==> config.mk <==
export PLATFORM = sky130hd
export DESIGN_NAME = pulse_period_frequency_meter_unit
export DESIGN_NICKNAME = d
export VERILOG_FILES = /design/src/hw/rtl/ppfm_pkg.sv /design/src/hw/rtl/pulse_period_frequency_meter_unit.sv /design/src/hw/rtl/ppfm_div.sv
export SDC_FILE = /design/constraint.sdc
export NUM_CORES = 1
export LEC_CHECK = 0
export ABC_CLOCK_PERIOD_IN_PS = 9300
export BUFFER_PORTS_ARGS = -buffer_cell sky130_fd_sc_hd__buf_2
export CORE_MARGIN = 3
export CORE_UTILIZATION = 45
export CTS_CLUSTER_DIAMETER = 50
export DETAILED_ROUTE_END_ITERATION = 10
export HOLD_SLACK_MARGIN = 0.12
export MAX_ROUTING_LAYER = met4
export SYNTH_ARGS = -nofsm -noshare
export SYNTH_HDL_FRONTEND = slang
export SYNTH_HIERARCHICAL = 1
export SYNTH_SLANG_ARGS = --single-unit
==> constraint.sdc <==
create_clock -name clk_i -period 9.3 [get_ports clk_i]
set_clock_uncertainty 0.1 [all_clocks]
set_input_delay 0.465 -clock clk_i [delete_from_list [all_inputs] [get_ports clk_i]]
set_output_delay 0.465 -clock clk_i [all_outputs]
set_load 0.03 [all_outputs]
==> src/hw/rtl/ppfm_pkg.sv <==
// Shared types and constants for the pulse period frequency meter.
`timescale 1ns / 1ps

package ppfm_pkg;

  localparam int unsigned TpsWidth        = 24;
  localparam logic [TpsWidth-1:0] TpsReset = 24'd200000;
  localparam int unsigned RunWidthDefault = 16;

  typedef struct packed {
    logic func;
    logic level;
  } in_t;

  typedef struct packed {
    logic [TpsWidth-1:0] frequency;
    logic                zero_period;
  } out_t;

  typedef struct packed {
    logic busy;
    logic done;
  } div_status_t;

endpackage

==> src/hw/rtl/pulse_period_frequency_meter_unit.sv <==
// Top level of the pulse period frequency meter: run counters, capture, report.
//
//   channel | direction | word
//   in      | input     | ppfm_pkg::in_t  (func, level)
//   out     | output    | ppfm_pkg::out_t (frequency, zero_period)
//   cfg     | input     | ticks_per_second, 24 bits
//
// A sample word updates the run counters as it is accepted. A report word runs the bit-serial divider,
// one quotient bit per cycle, and the result word is then loaded into the output register.
// Input is held off while the divider runs or holds a result for a full output.
// Reset clears run counters, captures and phase; ticks_per_second resets to 200000.
// Config writes are always taken.
`timescale 1ns / 1ps

module pulse_period_frequency_meter_unit #(
  parameter int unsigned RUN_WIDTH = ppfm_pkg::RunWidthDefault
) (
  input  logic                          clk_i,
  input  logic                          rst_ni,
  input  logic                          in_valid_i,
  output logic                          in_ready_o,
  input  ppfm_pkg::in_t                 in_data_i,
  output logic                          out_valid_o,
  input  logic                          out_ready_i,
  output ppfm_pkg::out_t                out_data_o,
  input  logic                          cfg_valid_i,
  output logic                          cfg_ready_o,
  input  logic [ppfm_pkg::TpsWidth-1:0] cfg_data_i
);

  localparam int unsigned PerWidth = RUN_WIDTH + 1;

  logic [ppfm_pkg::TpsWidth-1:0] tps_q;
  logic [RUN_WIDTH-1:0]          high_run_q, low_run_q;
  logic [RUN_WIDTH-1:0]          cap_high_q, cap_low_q;
  logic                          in_low_phase_q;
  logic [PerWidth-1:0]           period;
  logic                          zero_q;
  logic                          in_fire, sample_fire, report_fire;
  logic                          load_out;
  logic                          out_valid_q;
  ppfm_pkg::out_t                out_data_q;
  ppfm_pkg::div_status_t         div_st;
  logic [ppfm_pkg::TpsWidth-1:0] quotient;

  assign cfg_ready_o = 1'b1;
  assign in_ready_o  = !div_st.busy && !div_st.done;
  assign in_fire     = in_valid_i && in_ready_o;
  assign sample_fire = in_fire && !in_data_i.func;
  assign report_fire = in_fire && in_data_i.func;
  assign load_out    = div_st.done && (!out_valid_q || out_ready_i);
  assign period      = {1'b0, cap_high_q} + {1'b0, cap_low_q};

  always_ff @(posedge clk_i or negedge rst_ni) begin
    if (!rst_ni) begin
      tps_q <= ppfm_pkg::TpsReset;
    end else if (cfg_valid_i) begin
      tps_q <= cfg_data_i;
    end
  end

  always_ff @(posedge clk_i or negedge rst_ni) begin
    if (!rst_ni) begin
      high_run_q     <= '0;
      low_run_q      <= '0;
      cap_high_q     <= '0;
      cap_low_q      <= '0;
      in_low_phase_q <= 1'b0;
    end else if (sample_fire) begin
      if (!in_data_i.level) begin
        low_run_q <= (low_run_q == '1) ? low_run_q : low_run_q + 1'b1;
        if (!in_low_phase_q) begin
          in_low_phase_q <= 1'b1;
          cap_high_q     <= high_run_q;
          high_run_q     <= '0;
        end
      end else begin
        high_run_q <= (high_run_q == '1) ? high_run_q : high_run_q + 1'b1;
        if (in_low_phase_q) begin
          in_low_phase_q <= 1'b0;
          cap_low_q      <= low_run_q;
          low_run_q      <= '0;
        end
      end
    end
  end

  always_ff @(posedge clk_i) begin
    if (report_fire) begin
      zero_q <= (period == '0);
    end
  end

  ppfm_div #(
    .DVS_WIDTH(PerWidth)
  ) u_div (
    .clk_i      (clk_i),
    .rst_ni     (rst_ni),
    .start_i    (report_fire),
    .ack_i      (load_out),
    .dividend_i (tps_q),
    .divisor_i  (period),
    .status_o   (div_st),
    .quotient_o (quotient)
  );

  always_ff @(posedge clk_i or negedge rst_ni) begin
    if (!rst_ni) begin
      out_valid_q <= 1'b0;
    end else if (load_out) begin
      out_valid_q <= 1'b1;
    end else if (out_ready_i) begin
      out_valid_q <= 1'b0;
    end
  end

  always_ff @(posedge clk_i) begin
    if (load_out) begin
      out_data_q.frequency   <= zero_q ? '0 : quotient;
      out_data_q.zero_period <= zero_q;
    end
  end

  assign out_valid_o = out_valid_q;
  assign out_data_o  = out_data_q;

`ifndef SYNTHESIS
  a_report_starts_div: assert property (@(posedge clk_i) disable iff (!rst_ni)
    report_fire |=> div_st.busy)
    else $error("report word did not start the divider");

  a_done_loads_out: assert property (@(posedge clk_i) disable iff (!rst_ni)
    load_out |=> out_valid_o)
    else $error("finished division did not reach the output");

  a_zero_flag_freq: assert property (@(posedge clk_i) disable iff (!rst_ni)
    out_valid_o && out_data_o.zero_period |-> out_data_o.frequency == '0)
    else $error("zero period with nonzero frequency");

  a_low_sample_phase: assert property (@(posedge clk_i) disable iff (!rst_ni)
    sample_fire && !in_data_i.level |=> in_low_phase_q && low_run_q != '0)
    else $error("low sample did not enter low phase");
`endif

endmodule

==> src/hw/rtl/ppfm_div.sv <==
// Bit-serial restoring divider: one quotient bit per cycle.
`timescale 1ns / 1ps

module ppfm_div #(
  parameter int unsigned DVS_WIDTH = ppfm_pkg::RunWidthDefault + 1
) (
  input  logic                           clk_i,
  input  logic                           rst_ni,
  input  logic                           start_i,
  input  logic                           ack_i,
  input  logic [ppfm_pkg::TpsWidth-1:0]  dividend_i,
  input  logic [DVS_WIDTH-1:0]           divisor_i,
  output ppfm_pkg::div_status_t          status_o,
  output logic [ppfm_pkg::TpsWidth-1:0]  quotient_o
);

  localparam int unsigned QW       = ppfm_pkg::TpsWidth;
  localparam int unsigned CntWidth = $clog2(QW);

  typedef enum logic [1:0] {
    StIdle,
    StRun,
    StDone
  } state_e;

  state_e                state_q, state_d;
  logic [CntWidth-1:0]   cnt_q, cnt_d;
  logic [DVS_WIDTH-1:0]  rem_q, rem_d;
  logic [DVS_WIDTH-1:0]  dvs_q, dvs_d;
  logic [QW-1:0]         dq_q, dq_d;
  logic [DVS_WIDTH:0]    shifted;
  logic [DVS_WIDTH:0]    diff;
  logic                  ge;

  assign shifted = {rem_q, dq_q[QW-1]};
  assign diff    = shifted - {1'b0, dvs_q};
  assign ge      = shifted >= {1'b0, dvs_q};

  always_comb begin
    state_d = state_q;
    cnt_d   = cnt_q;
    rem_d   = rem_q;
    dvs_d   = dvs_q;
    dq_d    = dq_q;
    unique case (state_q)
      StIdle: begin
        if (start_i) begin
          state_d = StRun;
          cnt_d   = CntWidth'(QW - 1);
          rem_d   = '0;
          dvs_d   = divisor_i;
          dq_d    = dividend_i;
        end
      end
      StRun: begin
        rem_d = ge ? diff[DVS_WIDTH-1:0] : shifted[DVS_WIDTH-1:0];
        dq_d  = {dq_q[QW-2:0], ge};
        if (cnt_q == '0) begin
          state_d = StDone;
        end else begin
          cnt_d = cnt_q - 1'b1;
        end
      end
      StDone: begin
        if (ack_i) begin
          state_d = StIdle;
        end
      end
      default: state_d = StIdle;
    endcase
  end

  always_ff @(posedge clk_i or negedge rst_ni) begin
    if (!rst_ni) begin
      state_q <= StIdle;
      cnt_q   <= '0;
    end else begin
      state_q <= state_d;
      cnt_q   <= cnt_d;
    end
  end

  always_ff @(posedge clk_i) begin
    rem_q <= rem_d;
    dvs_q <= dvs_d;
    dq_q  <= dq_d;
  end

  assign status_o.busy = (state_q == StRun);
  assign status_o.done = (state_q == StDone);
  assign quotient_o    = dq_q;

endmodule

==> impl_metrics.json <==
{
  "outcome": "finished clean",
  "gr-total-overflow": 0,
  "htree_levels": 4,
  "final-seq-area_sq_um": 4960,
  "firstDrtPassIters": 5,
  "grt_pass1_wl_mm": 31.8,
  "synth_top_area_cell": "edfxtp_1",
  "io_buffers": 57,
  "syn_inst": 853,
  "yosys-top-cells-count": "nand2_1, dfrtp_1, edfxtp_1, nor2_1, mux2_2",
  "place_congestion": 0.842,
  "clockBufferDepth": 2,
  "layout-drive-gt1-share_pct": 17.2,
  "internal_power_mw": 1.84,
  "cts_tree": "yes",
  "rows": 51,
  "finalWorstPathRequiredPeriod_ns": 3.32,
  "drt-initial-drc-count": 363,
  "syn_area_sq_um": 9150,
  "whs_path_depth": 2,
  "fmax_mhz": 301,
  "drv_cap": 0,
  "numCtsBuffers": 17,
  "multi_input_area_sq_um": 3960,
  "postCtsResizedCells": 0,
  "tns_ns": 0,
  "grt_pass1_vias": 6138,
  "synth_top_cell_area_share_pct": 27.6,
  "cts_root_buf": "clkbuf_16",
  "seq_area_frac_synth_pct": 54.2,
  "ys.warnings.count": 6,
  "start_kind": "flip-flop",
  "synth_area_per_cell_sq_um": 10.7,
  "synth_most_common_cell": "nand2_1",
  "fin_cells": 1187,
  "cp.arrival_ns": 3.49,
  "tightestPinTransition_ns": 1.15,
  "cts_setup_buffers": 0,
  "p_comb_share_pct": 29.2,
  "r2r_slack_ns": 5.98,
  "die_w_microns": 149,
  "placed_cells": 1154,
  "hp-start": "cfg_data_i[9]",
  "dpl_cell_area_sq_um": 9700,
  "synth_ff_type": "dfrtp_1",
  "ys_ff_latch": 181,
  "synthArstFlopShare_pct": 53.6,
  "rr_startpoint": "u_div/state_q[1]",
  "holdCritPathClass": "in -> reg",
  "synth_nets": 923,
  "core_sq_um": 19700,
  "final_antenna_net_count": 0,
  "cts_sinks": 181,
  "wl_mm": 18.9,
  "drc": 0,
  "nNetsFinal": 979,
  "r2r-end": "low_run_q[15]",
  "end_kind": "flip-flop",
  "initial_core_util_pct": 46.4,
  "crit_path_max_fanout": 35,
  "grt.total_usage_pct": 18.7,
  "place_hpwl_mm": 13.3,
  "vdd_drop_max_mv": 0.163,
  "ys_top_cells_by_area": "edfxtp_1, dfrtp_1, nand2_1",
  "clk_pin_slew_ns": 0.07,
  "maxSlewViolCount": 0,
  "vias_per_cell": 5.24,
  "timing.hold.ws_ns": 0.168,
  "crit_required_ns": 9.47,
  "yosys.cell_types.count": 67,
  "fill_cells": 1782,
  "synth_edf_count": 84,
  "rr_worst_depth": 10,
  "p_leak_nw": 4.70,
  "syn2layout_area_growth_pct": 13.1,
  "switchingPower_uw": 936,
  "swShare_pct": 33.7,
  "hold_end": "tps_q[9]",
  "holdBufCountCts": 1,
  "place_ws_ns": 6.02,
  "setup_viol": 0,
  "antenna_found_initial": 0,
  "grt_max_degree": 72,
  "final-hold-violation-count": 0,
  "clkPwrFrac_pct": 27.9,
  "path_class": "reg -> reg",
  "seq_power_share_pct": 42.9,
  "die-area_sq_um": 22100,
  "io_pins": 59,
  "period_share_pct": 35.7,
  "wire_per_inst_microns": 15.9,
  "dr_total_vias": 6214,
  "grt_setup_unrepaired": "no",
  "die_h_microns": 149,
  "setup_slack_ns": 5.98,
  "slew-limit-headroom_pct": 23.2,
  "fin_area_sq_um": 10300,
  "clkLatencyLatePin_ns": 0.44,
  "power_density_nw_per_um2": 268,
  "n_antenna_cell": 0
}
placed cells by master (no fill, tap or decap), types with 9 or more instances in the layout:
cell,synthesis,final
nand3_1,31,31
ha_1,37,37
clkbuf_16,0,17
edfxtp_1,84,84
o21ai_0,28,28
a21o_1,13,13
xnor2_1,20,20
inv_1,34,34
nor3_1,9,9
mux2_2,41,41
nand2_1,160,160
nor2b_1,27,27
xor2_1,27,27
nand4_1,14,14
dfrtp_1,91,91
a21oi_1,28,28
nor2_1,59,57
buf_2,5,56
worst max-delay path by stage:
stage	from	to	cells past startpoint
6_report	u_div/state_q[1]	low_run_q[15]	10
5_1_grt	u_div/state_q[1]	low_run_q[15]	10
4_1_cts	u_div/state_q[1]	low_run_q[15]	10
3_5_place_dp	u_div/state_q[1]	low_run_q[15]	10
3_3_place_gp	u_div/state_q[1]	low_run_q[15]	10
2_1_floorplan	u_div/state_q[1]	u_div/cnt_q[4]	13
layer usage:
metal	wire [microns]	share of wire [%]	vias up	global-route usage [%]
li1	-	-	3128	-
met1	8880	47	2982	24.8
met2	9280	49	87	29.8
met3	526	2.8	17	3.41
met4	198	1.0	0	5.13
met5	0	0	-	-
area by class of cell:
| class | instances | area share (%) |
|---|---|---|
| clock buffers | 17 | 4.11 |
| clock inverters | 15 | 2.04 |
| inverters | 34 | 1.23 |
| multi-input cells | 612 | 38.3 |
| flip-flops and latches | 181 | 47.9 |
| well taps | 265 | 3.20 |
| repair buffers | 63 | 3.24 |
registers in the layout, indices dropped and copies added, names as in the netlist, 2 cells and up:
name / count
u_div/rem_q: 17
u_div/dvs_q: 17
low_run_q: 16
u_div/quotient_o: 24
tps_q: 24
high_run_q: 16
cap_low_q: 16
u_div/cnt_q: 5
u_div/state_q: 2
out_data_o: 25
cap_high_q: 16
critical path: stages (launching register included):
cell      delay (ns)
dfrtp_1         0.42
nand2b_1        0.14
inv_1           0.04
buf_4           0.24
nor4b_2         0.63
and2_1          0.29
nand2_1         0.41
a211oi_2        0.51
nand4_1         0.17
xor2_1          0.16
nor2_1          0.05
power groups by stage:
stage / clock, mW / combinational, mW / sequential (mW)
after detailed placement: 0 / 0.817 / 1.21
final: 0.775 / 0.811 / 1.19
after global placement: 0 / 0.806 / 1.20
after floorplan: 0 / 0.635 / 1.17
after CTS: 0.794 / 0.822 / 1.19
after global routing: 0.829 / 0.924 / 1.22
per-stage QoR:
step / total power [mW] / util [%]
2_1_floorplan: 1.81 / -
3_3_place_gp: 2.01 / 49.2
5_1_grt: 2.97 / 52.5
6_report: 2.78 / 52.5
3_5_place_dp: 2.02 / 49.2
4_1_cts: 2.81 / 52.5
cell families after synthesis:
group	after synthesis	synth area share, %
muxes	48	5.81
DFF	181	54.2
and+or+nand+nor	350	17.9
other	1	0.0410
buffers and inverters	60	2.61
adders and majority gates	39	5.50
xor gates and xnor gates	47	4.50
AOI/OAI and AO/OA	127	9.45
Power figures use the tool's default switching activity.
